==> src/hdl/cau_pkg.sv <==
// ----------------------------------------------------------------------------
// Complex arithmetic unit package
// Shared types, codes and saturation helpers for the complex arithmetic unit.
// ----------------------------------------------------------------------------
package cau_pkg;

  localparam int unsigned FracBitsDefault   = 16;
  localparam int unsigned QueueDepthDefault = 2;

  // Operation codes as they arrive on the input channel.
  localparam logic [2:0] OP_ADD   = 3'd0;
  localparam logic [2:0] OP_SUB   = 3'd1;
  localparam logic [2:0] OP_MUL   = 3'd2;
  localparam logic [2:0] OP_DIV   = 3'd3;
  localparam logic [2:0] OP_NEG   = 3'd4;
  localparam logic [2:0] OP_CONJ  = 3'd5;
  localparam logic [2:0] OP_EQUAL = 3'd6;

  localparam logic [1:0] ST_OK   = 2'd0;
  localparam logic [1:0] ST_OVF  = 2'd1;
  localparam logic [1:0] ST_DIV0 = 2'd2;

  localparam logic [1:0] REG_EQUAL_TOL = 2'd0;

  // Operation class as decoded by the front end.
  typedef enum logic [2:0] {
    CLS_ADD   = 3'd0,
    CLS_SUB   = 3'd1,
    CLS_MUL   = 3'd2,
    CLS_DIV   = 3'd3,
    CLS_NEG   = 3'd4,
    CLS_CONJ  = 3'd5,
    CLS_EQUAL = 3'd6,
    CLS_NOP   = 3'd7
  } cls_e;

  typedef struct packed {
    logic        [2:0]  operation;
    logic signed [31:0] a_real;
    logic signed [31:0] a_imag;
    logic signed [31:0] b_real;
    logic signed [31:0] b_imag;
  } in_t;

  typedef struct packed {
    logic signed [31:0] c_real;
    logic signed [31:0] c_imag;
    logic               is_equal;
    logic        [1:0]  status;
  } out_t;

  typedef struct packed {
    cls_e               cls;
    logic signed [31:0] a_real;
    logic signed [31:0] a_imag;
    logic signed [31:0] b_real;
    logic signed [31:0] b_imag;
  } item_t;

  // Signed value from sign and magnitude, saturated; returns {overflow, value}.
  function automatic logic [32:0] sat_mag(logic neg, logic [63:0] mag);
    logic [32:0] r;
    if (neg) begin
      if (mag > 64'h0000_0000_8000_0000) r = {1'b1, 32'h8000_0000};
      else r = {1'b0, 32'(64'd0 - mag)};
    end else begin
      if (mag > 64'h0000_0000_7FFF_FFFF) r = {1'b1, 32'h7FFF_FFFF};
      else r = {1'b0, mag[31:0]};
    end
    return r;
  endfunction

  // Saturate a 33-bit signed sum to 32 bits; returns {overflow, value}.
  function automatic logic [32:0] sat_s33(logic signed [32:0] s);
    logic [32:0] r;
    if (s[32] != s[31]) r = s[32] ? {1'b1, 32'h8000_0000} : {1'b1, 32'h7FFF_FFFF};
    else r = {1'b0, s[31:0]};
    return r;
  endfunction

endpackage

==> src/hdl/cau_fifo.sv <==
// ----------------------------------------------------------------------------
// Complex arithmetic unit queue
// Short first-in first-out queue between the front end and the datapath.
// ----------------------------------------------------------------------------
module cau_fifo #(
  parameter int unsigned DEPTH = cau_pkg::QueueDepthDefault
) (
  input  logic           clk_i,
  input  logic           rst_ni,
  input  logic           push_i,
  input  cau_pkg::item_t data_i,
  output logic           full_o,
  input  logic           pop_i,
  output cau_pkg::item_t data_o,
  output logic           empty_o
);

  localparam int unsigned PtrW = (DEPTH > 1) ? $clog2(DEPTH) : 1;
  localparam int unsigned CntW = $clog2(DEPTH + 1);

  cau_pkg::item_t mem_q [DEPTH];
  logic [PtrW-1:0] wr_q, wr_d, rd_q, rd_d;
  logic [CntW-1:0] cnt_q, cnt_d;
  logic            do_push, do_pop;

  assign full_o  = (cnt_q == CntW'(DEPTH));
  assign empty_o = (cnt_q == '0);
  assign do_push = push_i && !full_o;
  assign do_pop  = pop_i && !empty_o;
  assign data_o  = mem_q[rd_q];

  always_comb begin
    wr_d  = wr_q;
    rd_d  = rd_q;
    cnt_d = cnt_q;
    if (do_push) begin
      wr_d = (wr_q == PtrW'(DEPTH - 1)) ? '0 : wr_q + 1'b1;
    end
    if (do_pop) begin
      rd_d = (rd_q == PtrW'(DEPTH - 1)) ? '0 : rd_q + 1'b1;
    end
    if (do_push && !do_pop) cnt_d = cnt_q + 1'b1;
    else if (do_pop && !do_push) cnt_d = cnt_q - 1'b1;
  end

  always_ff @(posedge clk_i or negedge rst_ni) begin
    if (!rst_ni) begin
      wr_q  <= '0;
      rd_q  <= '0;
      cnt_q <= '0;
    end else begin
      wr_q  <= wr_d;
      rd_q  <= rd_d;
      cnt_q <= cnt_d;
    end
  end

  always_ff @(posedge clk_i) begin
    if (do_push) begin
      mem_q[wr_q] <= data_i;
    end
  end

endmodule

==> config.mk <==
export PLATFORM = sky130hd
export DESIGN_NAME = cau_fifo
export DESIGN_NICKNAME = d
export VERILOG_FILES = /design/src/hdl/cau_pkg.sv /design/src/hdl/cau_fifo.sv
export SDC_FILE = /design/constraint.sdc
export NUM_CORES = 1
export LEC_CHECK = 0
export BUFFER_PORTS_ARGS = -buffer_cell sky130_fd_sc_hd__buf_2
export CORE_MARGIN = 5
export CORE_UTILIZATION = 56
export CTS_CLUSTER_SIZE = 8
export DETAILED_ROUTE_END_ITERATION = 16
export PLACE_DENSITY = 0.81
export SKIP_CTS_REPAIR_TIMING = 1
export SYNTH_ARGS = -nofsm -noshare
export SYNTH_HDL_FRONTEND = slang
export SYNTH_SLANG_ARGS = --single-unit
export TNS_END_PERCENT = 10
==> constraint.sdc <==
create_clock -name clk_i -period 18.6 [get_ports clk_i]
set_input_delay 1.86 -clock clk_i [delete_from_list [all_inputs] [get_ports clk_i]]
set_output_delay 1.86 -clock clk_i [all_outputs]
set_load 0.01 [all_outputs]
======== Yosys cells after proc, flatten, opt, wreduce, memory -nomap -nowiden ========
Memory sizes are Yosys's and may differ from the RTL's.
Index checks and enable logic that the tools add are counted.
word-level totals
  register bits after elaboration ......... 4
  RAM bits ................................ 262
  memories ................................ 1
operators by class
  $add $sub $neg .......................... 4
  equal/unequal tests ..................... 1
  mux-type cells .......................... 6
  reductions and logical operators ........ 10
memories
  name   words  width  rd ports  clocked after Yosys merged registers in  write ports  line            RTL
  mem_q  2      131    1         0                                        1            cau_fifo.sv:21  cau_pkg::item_t mem_q [DEPTH];
operator list
  kind                                                                number
  1-bit logical AND                                                   4
  1-bit zero test                                                     4
  1-bit two-way mux                                                   4
  2-bit two-way mux                                                   2
  1-bit adder, second input constant                                  2
  2-bit by 1-bit adder with 2-bit output, second input constant       1
  2-bit equality test, second input constant                          1
  2-bit zero test                                                     1
  2-bit nonzero test                                                  1
  2-bit by 1-bit subtractor with 2-bit output, second input constant  1

======== Depth between registers and ports, before layout ========
  word-level depth ........................ 7
  gate-level depth with buffers ........... 7
  gate-level depth less buffers ........... 7

======== Worst setup path after synthesis ========
Ideal clock, no wire load.
  path kind ............................... input to register
  start ................................... in push_i
  end ..................................... mem mem_q[0][0] in the netlist's numbering, enable pin
  setup time .............................. 0.623 ns
  arrival time ............................ 7.391 ns
  path slack .............................. 10.586 ns
  stages .................................. 2
  buffers on the path ..................... 0
  cell sequence ........................... nand2_1 nor2_1
on the way
  cells in the longest elaborated chain, start to end .. 3
ends and longest elaborated chain
  element                                  line            RTL
  from (decl)                              cau_fifo.sv:10  input logic push_i,
  1-bit logical AND                        cau_fifo.sv:28  assign do_push = push_i && !full_o;
  1-bit two-way mux                        cau_fifo.sv:59  if (do_push) begin
  1-bit two-way mux (not written as such)  cau_fifo.sv:60  mem_q[wr_q] <= data_i;
  to (decl)                                cau_fifo.sv:21
Every way passes these cells.

==> impl_metrics.json <==
{
  "wl_per_cell_um": 20.5,
  "rsz0062_at_grt": "false",
  "dieWidth_um": 144,
  "syn-num-nets": 563,
  "synth.distinct_cells": 16,
  "max-slew-margin-rel_pct": 29.3,
  "path_cells": "buf_4 -> mux2_4 -> buf_2",
  "ys_ff_latch": 266,
  "gp_congestion": 0.739,
  "cts_made_buffers": 39,
  "setup_viol": 0,
  "ys_seq_area_share_pct": 79.8,
  "seqCellArea_um2": 7970,
  "clock-sinks": 266,
  "syn_avg_cell_area_um2": 23.4,
  "rows": 48,
  "slowest_stage": "buf_4",
  "drc": 0,
  "num_io_pins": 268,
  "area_delta_synth_final_pct": 26.0,
  "critPathRequiredTime_ns": 16.74,
  "skew_ns": 0.00660,
  "viasPerCell": 5.27,
  "period_minus_slack_ns": 4.37,
  "drv_cap": 0,
  "crit_type": "reg2out",
  "hold_viol_final": 0,
  "p_leak_uw": 0.00499,
  "drv_slew": 0,
  "hold_class": "reg2reg",
  "fin_util_pct": 72.2,
  "fin_nets": 861,
  "coreArea_um2": 17400,
  "critPathMaxFanout": 52,
  "routed_wirelength_um": 19700,
  "overflow": 0,
  "initial_core_util_pct": 57.3,
  "multiInputGateArea_um2": 1880,
  "cts-root-buf": "clkbuf_16",
  "clk_latency_ns": 0.48,
  "cp-end-kind": "output port",
  "grt_pass1_wl_um": 29600,
  "grt_usage_pct": 18.8,
  "pre_cts_slack_ns": 14.58,
  "drtPass1Iterations": 4,
  "synthCells": 427,
  "timing.critical_path.arrival_ns": 2.51,
  "fillers": 1061,
  "grt_max_degree": 81,
  "drive_gt1_share_pct": 61.1,
  "final_antenna_net_count": 0,
  "antenna_found_initial": 3,
  "place_hpwl_um": 13400,
  "synth_area_um2": 9980,
  "drt_iter0_markers": 323,
  "start_kind": "flip-flop",
  "port_buffers": 267,
  "status": "finished clean",
  "powerDensity_nw_per_um2": 166,
  "critPathMaxStageDelay_ns": 0.81,
  "synth_warnings": 0,
  "grt_pass1_vias": 5547,
  "worst_slew_pin_slew_ns": 1.06,
  "die-area_um2": 20600,
  "die_y_um": 144,
  "setup_slack_ns": 14.23,
  "path_clk_slew_ns": 0.05,
  "clockBufferDepth": 3,
  "ff2ff_setup_slack_ns": 15.94,
  "cts.htree.levels": 2,
  "vdd_drop_max_mv": 0.140,
  "cts_tree": "built",
  "finalCritPeriodShare_pct": 23.5,
  "num_vias": 5059,
  "tns_ns": 0,
  "max_freq_mhz": 229
}
## per-layer routing
layer | GRT usage, % | vias up | share of wire (%)
met5 | 0 | - | 0.12
met4 | 5.85 | 4 | 1.8
met3 | 5.02 | 34 | 8.6
met2 | 33.1 | 243 | 52
met1 | 22.9 | 2497 | 37
li1 | - | 2281 | -
## synthesized netlist by cell type
| cell | instances | share of area [%] |
|---|---|---|
| xnor2_1 | 3 | 0.26 |
| inv_1 | 2 | 0.075 |
| edfxtp_1 | 262 | 79 |
| and3_1 | 1 | 0.063 |
| buf_6 | 9 | 1.0 |
| dfrtp_1 | 4 | 1.0 |
| ha_1 | 1 | 0.13 |
| buf_2 | 5 | 0.25 |
| buf_8 | 1 | 0.15 |
| xor2_1 | 2 | 0.18 |
| nand2_1 | 1 | 0.038 |
| o21ai_0 | 1 | 0.050 |
| mux2_2 | 51 | 5.8 |
| mux2_4 | 80 | 12 |
| nor2_1 | 3 | 0.11 |
| nand2b_1 | 1 | 0.063 |
## where the power goes
part           switching, µW  total, µW  leakage, µW  internal, µW
sequential              45.5        870      0.00248           825
combinational            313        607      0.00199           293
clock                    218        607     0.000518           389
total                    577       2080      0.00499          1510
## placed cells by master (no fill, tap or decap), types with 2 or more instances in the layout
cell type | synthesis | layout
mux2_4 | 80 | 80
xnor2_1 | 3 | 3
nor2_1 | 3 | 2
mux2_2 | 51 | 51
xor2_1 | 2 | 2
dfrtp_1 | 4 | 3
inv_1 | 2 | 2
clkbuf_16 | 0 | 41
clkbuf_1 | 0 | 7
buf_2 | 5 | 267
buf_4 | 0 | 5
edfxtp_1 | 262 | 262
diode_2 | 0 | 2
## metrics by stage
stage	instance area, µm²	hold slack [ns]	instances	power [µW]
floorplan	9980	0.461	427	1310
global placement	11500	0.498	909	1470
detailed placement	11500	0.512	909	1490
CTS	12600	0.522	958	2110
global route	12600	0.561	959	2180
finish	12600	0.527	960	2080
## final timing paths
check	cells after the start	start	endpoint
worst max-delay path	3	rd_q$_DFFE_PN0P_	data_o[70]
worst min-delay path	1	cnt_q[1]$_DFFE_PN0P_	cnt_q[1]$_DFFE_PN0P_
worst max register to register	3	cnt_q[0]$_DFFE_PN0P_	mem_q[1][74]$_DFFE_PP_
worst min register to register	1	cnt_q[1]$_DFFE_PN0P_	cnt_q[1]$_DFFE_PN0P_
max in group asynchronous	1	rst_ni	rd_q$_DFFE_PN0P_
min in group asynchronous	1	rst_ni	wr_q$_DFFE_PN0P_
## critical path, delay by kind of cell, from the launching register on
kind	cells	cell delay, ns
flip-flops	1	0.64
multiplexers	1	0.36
buffers and inverters	2	0.96
## cells by family (layout without fill, tap and decap cells)
| kind of cell | count (synthesis) | count (layout) | share of synthesized area [%] |
|---|---|---|---|
| compound gates | 1 | 1 | 0.0501 |
| fa+ha+maj | 1 | 1 | 0.125 |
| simple gates | 6 | 6 | 0.276 |
| mux | 131 | 131 | 17.8 |
| xor+xnor | 5 | 5 | 0.439 |
| other cells | 0 | 2 | 0 |
| buf+inv | 17 | 323 | 1.49 |
| flops | 266 | 266 | 79.8 |
## flip-flops by register name, indices dropped and copies added (netlist names)
register	flops
cnt_q	2
mem_q	262
rd_q	1
wr_q	1
## layout make-up
cell class | count | area share, %
Clock inverter | 1 | 0.0696
Tap cell | 225 | 2.24
Antenna cell | 2 | 0.0398
Sequential cell | 266 | 63.4
Clock buffer | 48 | 8.37
Inverter | 2 | 0.0597
Multi-Input combinational cell | 144 | 14.9
Timing Repair Buffer | 272 | 10.9
Note: power is estimated with default switching activity, not from simulation.
