## src/hdl/cau_pkg.sv

```systemverilog
// ----------------------------------------------------------------------------
// Complex arithmetic unit package
// Shared types, codes and saturation helpers for the complex arithmetic unit.
// ----------------------------------------------------------------------------
package cau_pkg;

  localparam int unsigned FracBitsDefault   = 16;
  localparam int unsigned QueueDepthDefault = 2;

  // Operation codes as they arrive on the input channel.
  localparam logic [2:0] OP_ADD   = 3'd0;
  localparam logic [2:0] OP_SUB   = 3'd1;
  localparam logic [2:0] OP_MUL   = 3'd2;
  localparam logic [2:0] OP_DIV   = 3'd3;
  localparam logic [2:0] OP_NEG   = 3'd4;
  localparam logic [2:0] OP_CONJ  = 3'd5;
  localparam logic [2:0] OP_EQUAL = 3'd6;

  localparam logic [1:0] ST_OK   = 2'd0;
  localparam logic [1:0] ST_OVF  = 2'd1;
  localparam logic [1:0] ST_DIV0 = 2'd2;

  localparam logic [1:0] REG_EQUAL_TOL = 2'd0;

  // Operation class as decoded by the front end.
  typedef enum logic [2:0] {
    CLS_ADD   = 3'd0,
    CLS_SUB   = 3'd1,
    CLS_MUL   = 3'd2,
    CLS_DIV   = 3'd3,
    CLS_NEG   = 3'd4,
    CLS_CONJ  = 3'd5,
    CLS_EQUAL = 3'd6,
    CLS_NOP   = 3'd7
  } cls_e;

  typedef struct packed {
    logic        [2:0]  operation;
    logic signed [31:0] a_real;
    logic signed [31:0] a_imag;
    logic signed [31:0] b_real;
    logic signed [31:0] b_imag;
  } in_t;

  typedef struct packed {
    logic signed [31:0] c_real;
    logic signed [31:0] c_imag;
    logic               is_equal;
    logic        [1:0]  status;
  } out_t;

  typedef struct packed {
    cls_e               cls;
    logic signed [31:0] a_real;
    logic signed [31:0] a_imag;
    logic signed [31:0] b_real;
    logic signed [31:0] b_imag;
  } item_t;

  // Signed value from sign and magnitude, saturated; returns {overflow, value}.
  function automatic logic [32:0] sat_mag(logic neg, logic [63:0] mag);
    logic [32:0] r;
    if (neg) begin
      if (mag > 64'h0000_0000_8000_0000) r = {1'b1, 32'h8000_0000};
      else r = {1'b0, 32'(64'd0 - mag)};
    end else begin
      if (mag > 64'h0000_0000_7FFF_FFFF) r = {1'b1, 32'h7FFF_FFFF};
      else r = {1'b0, mag[31:0]};
    end
    return r;
  endfunction

  // Saturate a 33-bit signed sum to 32 bits; returns {overflow, value}.
  function automatic logic [32:0] sat_s33(logic signed [32:0] s);
    logic [32:0] r;
    if (s[32] != s[31]) r = s[32] ? {1'b1, 32'h8000_0000} : {1'b1, 32'h7FFF_FFFF};
    else r = {1'b0, s[31:0]};
    return r;
  endfunction

endpackage

```

## src/hdl/cau_front.sv

```systemverilog
// ----------------------------------------------------------------------------
// Complex arithmetic unit front end
// Accepts input items, decodes the operation and hands items to the queue.
// ----------------------------------------------------------------------------
module cau_front (
  input  logic            clk_i,
  input  logic            rst_ni,
  input  logic            in_valid_i,
  output logic            in_stall_o,
  input  cau_pkg::in_t    in_data_i,
  output logic            push_o,
  output cau_pkg::item_t  item_o,
  input  logic            full_i
);

  logic           hold_v_q, hold_v_d;
  cau_pkg::item_t hold_q;
  cau_pkg::item_t dec;
  logic           accept;

  always_comb begin
    dec.a_real = in_data_i.a_real;
    dec.a_imag = in_data_i.a_imag;
    dec.b_real = in_data_i.b_real;
    dec.b_imag = in_data_i.b_imag;
    case (in_data_i.operation)
      cau_pkg::OP_ADD:   dec.cls = cau_pkg::CLS_ADD;
      cau_pkg::OP_SUB:   dec.cls = cau_pkg::CLS_SUB;
      cau_pkg::OP_MUL:   dec.cls = cau_pkg::CLS_MUL;
      cau_pkg::OP_DIV:   dec.cls = cau_pkg::CLS_DIV;
      cau_pkg::OP_NEG:   dec.cls = cau_pkg::CLS_NEG;
      cau_pkg::OP_CONJ:  dec.cls = cau_pkg::CLS_CONJ;
      cau_pkg::OP_EQUAL: dec.cls = cau_pkg::CLS_EQUAL;
      default:           dec.cls = cau_pkg::CLS_NOP;
    endcase
  end

  assign in_stall_o = hold_v_q && full_i;
  assign push_o     = hold_v_q && !full_i;
  assign accept     = in_valid_i && !in_stall_o;
  assign item_o     = hold_q;

  always_comb begin
    hold_v_d = accept || (hold_v_q && !push_o);
  end

  always_ff @(posedge clk_i or negedge rst_ni) begin
    if (!rst_ni) begin
      hold_v_q <= 1'b0;
    end else begin
      hold_v_q <= hold_v_d;
    end
  end

  always_ff @(posedge clk_i) begin
    if (accept) begin
      hold_q <= dec;
    end
  end

endmodule

```

## config.mk

```make
export PLATFORM = sky130hd
export DESIGN_NAME = cau_front
export DESIGN_NICKNAME = d
export VERILOG_FILES = /design/src/hdl/cau_pkg.sv /design/src/hdl/cau_front.sv
export SDC_FILE = /design/constraint.sdc
export NUM_CORES = 1
export LEC_CHECK = 0
export BUFFER_PORTS_ARGS = -buffer_cell sky130_fd_sc_hd__buf_2
export CORE_AREA = 8 8 108 110
export DETAILED_ROUTE_END_ITERATION = 8
export DIE_AREA = 0 0 116 118
export PLACE_DENSITY = 0.83
export SLEW_MARGIN = 30
export SYNTH_ARGS = -nofsm -noshare
export SYNTH_HDL_FRONTEND = slang
export SYNTH_SLANG_ARGS = --single-unit
```

## constraint.sdc

```tcl
create_clock -name clk_i -period 14.01 [get_ports clk_i]
set_input_delay 1.401 -clock clk_i [delete_from_list [all_inputs] [get_ports clk_i]]
set_output_delay 1.401 -clock clk_i [all_outputs]
set_load 0.02 [all_outputs]
```

## Word level (Yosys, flattened, before mapping)

Cells that the tools add are included.

- Input bits: 135
- Bits in registers: 132
- Output and inout port bits: 133

- Multiplexer cells: 1
- Reduce and logical (&&, ||, !) cells: 9
- Eq/ne operators: 6

Operators by type and width:

| operator | number |
|---|---|
| 3-bit case mux with 7 select lines | 1 |
| 3-bit equality test (second input constant) | 3 |
| 3-bit by 2-bit equality test with 1-bit output (second input constant) | 2 |
| 1-bit logical AND | 4 |
| 3-bit by 1-bit equality test with 1-bit output (second input constant) | 1 |
| 1-bit logical NOT | 3 |
| 3-bit logical NOT | 1 |
| 1-bit logical OR | 1 |

## Longest topological paths before layout

Gate-level depths: netlist of run 1.

- Word-level depth: 5
- Gate-level depth with buffers: 1
- Depth with buffers taken out: 1

## Least setup slack after synthesis of run 1

OpenSTA, ideal clock, no wires.

- Kind: input-to-reg
- Start: input port in_valid_i
- End: register hold_q, in the netlist item_o[0] (enable)
- Data required time: 13.187 ns
- Cell stages on the path: 1
- Library setup time: 0.823 ns
- Data arrival time: 10.868 ns
- Path buffers: 0
- Slack: 2.319 ns
- Cell sequence: a21boi_0

- Word-level cells in the longest chain between the ends: 1

RTL lines:

| item | line | RTL |
|---|---|---|
| start, declared | cau_front.sv:8 | `input logic in_valid_i,` |
| 1-bit logical AND | cau_front.sv:40 | `assign accept = in_valid_i && !in_stall_o;` |
| end signal, assigned | cau_front.sv:57 | `hold_q <= dec;` |
| end, declared | cau_front.sv:17 | `cau_pkg::item_t hold_q;` |

Every way passes these cells.
A chain may end at the register's enable or synchronous reset.

## Final worst setup path of run 1

- Start: input port full_i
- End: output port in_stall_o

- Word-level cells in the longest chain between the ends: 1

RTL lines:

| item | line | RTL |
|---|---|---|
| start, declared | cau_front.sv:13 | `input logic full_i` |
| 1-bit logical AND | cau_front.sv:38 | `assign in_stall_o = hold_v_q && full_i;` |
| end, declared | cau_front.sv:9 | `output logic in_stall_o,` |

Every way passes these cells.

==> results of run 1 <==
[where the power goes]
group | leakage [nW] | switching (mW) | total [mW] | internal, mW
clock network | 0.268 | 0.149 | 0.416 | 0.267
logic | 1.08 | 0.0502 | 0.0775 | 0.0273
registers | 1.26 | 0.00524 | 0.467 | 0.461
[metrics by stage]
| stage | hold WS, ns | total power [mW] | cells | setup slack [ns] | utilization |
|---|---|---|---|---|---|
| after floorplan | 0.4758 | 0.5187 | 139 | 2.319 | - |
| after global routing | 0.6243 | 0.9922 | 572 | 10.74 | 0.6081 |
| final | 0.6012 | 0.9605 | 572 | 10.79 | 0.6081 |
| after global placement | 0.5569 | 0.5504 | 541 | 10.79 | 0.5519 |
| after CTS | 0.6030 | 0.9741 | 572 | 10.79 | 0.6081 |
| after detailed placement | 0.5920 | 0.5535 | 541 | 10.80 | 0.5519 |
[cells by family (layout without fill, tap and decap cells)]
kind of cell	after synthesis	after routing	synth area share
AND/OR/NAND/NOR	2	2	0.003132
buffers and inverters	3	300	0.002817
flip-flops	132	132	0.9903
AO/OA/AOI/OAI	2	2	0.003757
[cell type report]
cell class	count	area [sq um]	share of cell area
Multi-Input combinational cell	4	38.79	0.006379
Clock buffer	20	425.4	0.06996
Timing Repair Buffer	269	1351	0.2222
Sequential cell	132	3959	0.6510
Tap cell	136	170.2	0.02798
Clock inverter	11	136.4	0.02243
[registers in the layout, indices dropped and copies added, names as in the netlist]
name      cells
hold_v_q      1
item_o      131
[cell usage after synthesis (all sizes together)]
cell type | n | area share
a21boi | 1 | 0.0019
clkbuf | 3 | 0.0028
dfrtp | 1 | 0.0063
edfxtp | 131 | 0.98
and2 | 1 | 0.0016
nor2b | 1 | 0.0016
a21o | 1 | 0.0019
[worst reg2reg max path, delay by kind of cell, from the launching register on]
kind,cells,cell delay (ns)
AO/OA/AOI/OAI,1,0.17
flip-flops,1,0.43
buffers and inverters,1,0.64
[path summary, 6_finish.rpt]
check                                         from                     to  slack [ns]  cells past startpoint
worst max-delay path                        full_i             in_stall_o       10.79                      3
worst max register to register  hold_v_q$_DFF_PN0_  item_o[108]$_DFFE_PP_       12.34                      2
min in group asynchronous                   rst_ni     hold_v_q$_DFF_PN0_        0.67                      1
worst min register to register  hold_v_q$_DFF_PN0_     hold_v_q$_DFF_PN0_        0.60                      1
max in group asynchronous                   rst_ni     hold_v_q$_DFF_PN0_       13.26                      1
worst min-delay path            hold_v_q$_DFF_PN0_     hold_v_q$_DFF_PN0_        0.60                      1
[metal layers]
metal  share of wire  track usage  vias up
met3            0.14      0.08107       21
met5          0.0021            0        -
met1            0.33       0.1402     1166
li1                -            -     1131
met2            0.50       0.2498      169
met4           0.019      0.07137        4
[cells in the final DEF, fill, tap and decap left out, drive strengths merged, types with 3 or more instances in the layout]
| master | n |
|---|---|
| clkinv | 5 |
| clkbuf | 20 |
| clkinvlp | 3 |
| buf | 269 |
| edfxtp | 131 |
| bufinv | 3 |
==> metrics.txt, run 1 <==
Hold Vio Cnt, Final=0; Critical Path RT=12.61 ns; Final Skew=0.005778 ns; routed len/inst=18.38 um; register bit count reported by yosys=132; Period minus WS final=3.218 ns; worst path arrival time=1.82 ns; layout cells sized above 1=0.6812; First DRT Iteration DRCs=86; CP delay by family, top=buffers and inverters; # DRC=0; syn nets=274; total CTS buffers=17; CTS max path bufs=2; DR vias=2491; Layout Nets=559; drt pass-1 iters=4; Area growth syn-to-layout=52.11%; Routed WL=10520 um; Worst-Skew Late Latency=0.50 ns; synth warn=0; vias in the first global route=2661; Die Span X=116 um; Setup TNS=0 ns; htree depth=4; HPWL after detailed placement=8276 um; sequential area share after synthesis=0.9903; Final Max Tran Viols=0; Slowest-stage cell, CP=buf_2; HP Class=flip-flop to flip-flop; Tcrit/Tclk final=0.2297; Antenna Nets Post-Route=0; CP Class=input pin to output pin; Post-CTS Resized=0; Syn Area/Cell=28.76 sq um; Die Area=0.01369 sq mm; crit path launch type=input pin; RSZ-0062 raised after global routing=no; P per Cell Area=158.0 mW/mm^2; # clock sinks=132; root buffer cell=clkbuf_8; Top cell by count, worst path=buf_2; DR vias/cell=4.355; largest net degree at the start of global routing=67; Worst Setup End Kind=output pin; number of top-level pins=268; fillers=749; die height=118 um; Tot GR Track Use=0.1475; crit-path cells=buf_2 -> and2_1 -> buf_2; Core ar.=0.01000 sq mm; Starting Density=0.3998; GPL Wtd Cong=0.7935; achievable frequency=310.8 MHz; max-cap check violation count=0; initial antenna violation count=2; Buffers on Ports=267; Leak=2.606 nW; Post-DP Area=0.005519 sq mm; CTS tree=done; Worst Tran Pin Value=0.8142 ns; worst-path fanout max=4; status=completed; post-CTS setup buffers=0; grt total ovfl=0; post-synthesis cell type count=7; area of the mapped netlist=0.003998 sq mm; Non-Filler Cell Area, Final=0.006081 sq mm; slew margin rel.=0.4572; Cells after Synth=139; Diodes inserted=0; count of final setup violators=0; CP Buf/Inv Count=2; # hold bufs at CTS=0; peak supply drop=0.09518 mV; clock transition at the registers of the reported paths=0.06 ns; first-pass GRT wire length=14600 um; Rows=37; Max stage delay on crit path=0.15 ns
Note: power is estimated with default switching activity, not from simulation.
==> run 2: changes to the inputs <==
Clock period 14.01 ns to 3.1 ns, I/O delays scaled along.
==> run 2 against run 1 <==
Area after synthesis stayed put; synthesized cell count did not move; the flow now stops in 4_1_cts.
==> metrics.txt, run 2 <==
status=aborted with a tool error; Exit stage=4_1_cts; stop err=[ERROR RSZ-0060] Max buffer count reached.; Syn Area/Cell=28.76 sq um; syn nets=274; Yosys top cell by area=edfxtp_1; number of top-level pins=268; total CTS buffers=17; area of the mapped netlist=0.003998 sq mm; # clock sinks=132; GPL Wtd Cong=0.7460; root buffer cell=clkbuf_8; htree depth=4; sequential area share after synthesis=0.9903; top cells by count, synth=edfxtp_1 (131), clkbuf_1 (3); post-synthesis cell type count=7; synth warn=0; most frequent cell after synthesis=edfxtp_1; EDFF count, synth=131; # hold bufs at CTS=115; Starting Density=0.3998; die height=118 um; Rows=37; post-CTS setup buffers=0; CTS max path bufs=2; top cell type's share of synthesized area=0.9840; register bit count reported by yosys=132; post-synthesis async set-or-reset flop share=0.007576; Post-CTS Resized=0; top_reg_cell synth=edfxtp_1; Cells after Synth=139; Synth area leaders=edfxtp_1 (98%), dfrtp_1 (0.63%), clkbuf_1 (0.28%); Cells after DPL=541; Buffers on Ports=267; Die Span X=116 um
==> run 2: cells by family after synthesis <==
logic type             share of synthesized area
AO/OA/AOI/OAI                           0.003757
buffers and inverters                   0.002817
AND/OR/NAND/NOR                         0.003132
flip-flops                                0.9903
==> run 2: stage by stage <==
step                      setup WS (ns)  instance area (sq um)
after detailed placement          1.384                   5519
after global placement            1.448                   5519
after floorplan                 0.06944                   4009
==> run 3: changes to the inputs <==
Settings changed: CORE_AREA 8 8 108 110 to 8 8 109 111, DIE_AREA 0 0 116 118 to 0 0 117 119, PLACE_DENSITY 0.83 to unset, PLACE_DENSITY_LB_ADDON set to 0.15.
==> run 3 against run 2 <==
The run again fails in 4_1_cts; synthesized cell count unchanged; area after synthesis unchanged.
==> metrics.txt, run 3 <==
status=aborted with a tool error; Exit stage=4_1_cts; stop err=[ERROR RSZ-0060] Max buffer count reached.; EDFF count, synth=131; die height=119 um; Cells after DPL=541; top cells by count, synth=edfxtp_1 (131), clkbuf_1 (3); post-synthesis cell type count=7; top cell type's share of synthesized area=0.9840; top_reg_cell synth=edfxtp_1; CTS max path bufs=2; # hold bufs at CTS=115; Synth area leaders=edfxtp_1 (98%), dfrtp_1 (0.63%), clkbuf_1 (0.28%); Starting Density=0.3961; Die Span X=117 um; Yosys top cell by area=edfxtp_1; Rows=37; sequential area share after synthesis=0.9903; root buffer cell=clkbuf_8; Buffers on Ports=267; GPL Wtd Cong=0.7046; syn nets=274; area of the mapped netlist=0.003998 sq mm; Cells after Synth=139; # clock sinks=132; post-CTS setup buffers=0; register bit count reported by yosys=132; synth warn=0; Syn Area/Cell=28.76 sq um; number of top-level pins=268; total CTS buffers=17; Post-CTS Resized=0; htree depth=4; pre-CTS setup slack=1.394 ns; post-synthesis async set-or-reset flop share=0.007576; most frequent cell after synthesis=edfxtp_1
run 3: cell counts after synthesis:
Identical to the previous run, type by type.
run 3: stage by stage:
step	hold slack [ns]	cell area [sq um]	util
global placement	0.08777	5519	0.5469
floorplan	0.01441	4009	-
detailed placement	0.08762	5519	0.5469
run 3: logic make-up after synthesis:
kind of cell	Yosys count	share of synthesized area
and+or+nand+nor	2	0.003132
DFF	132	0.9903
AOI/OAI and AO/OA	2	0.003757
buffers and inverters	3	0.002817
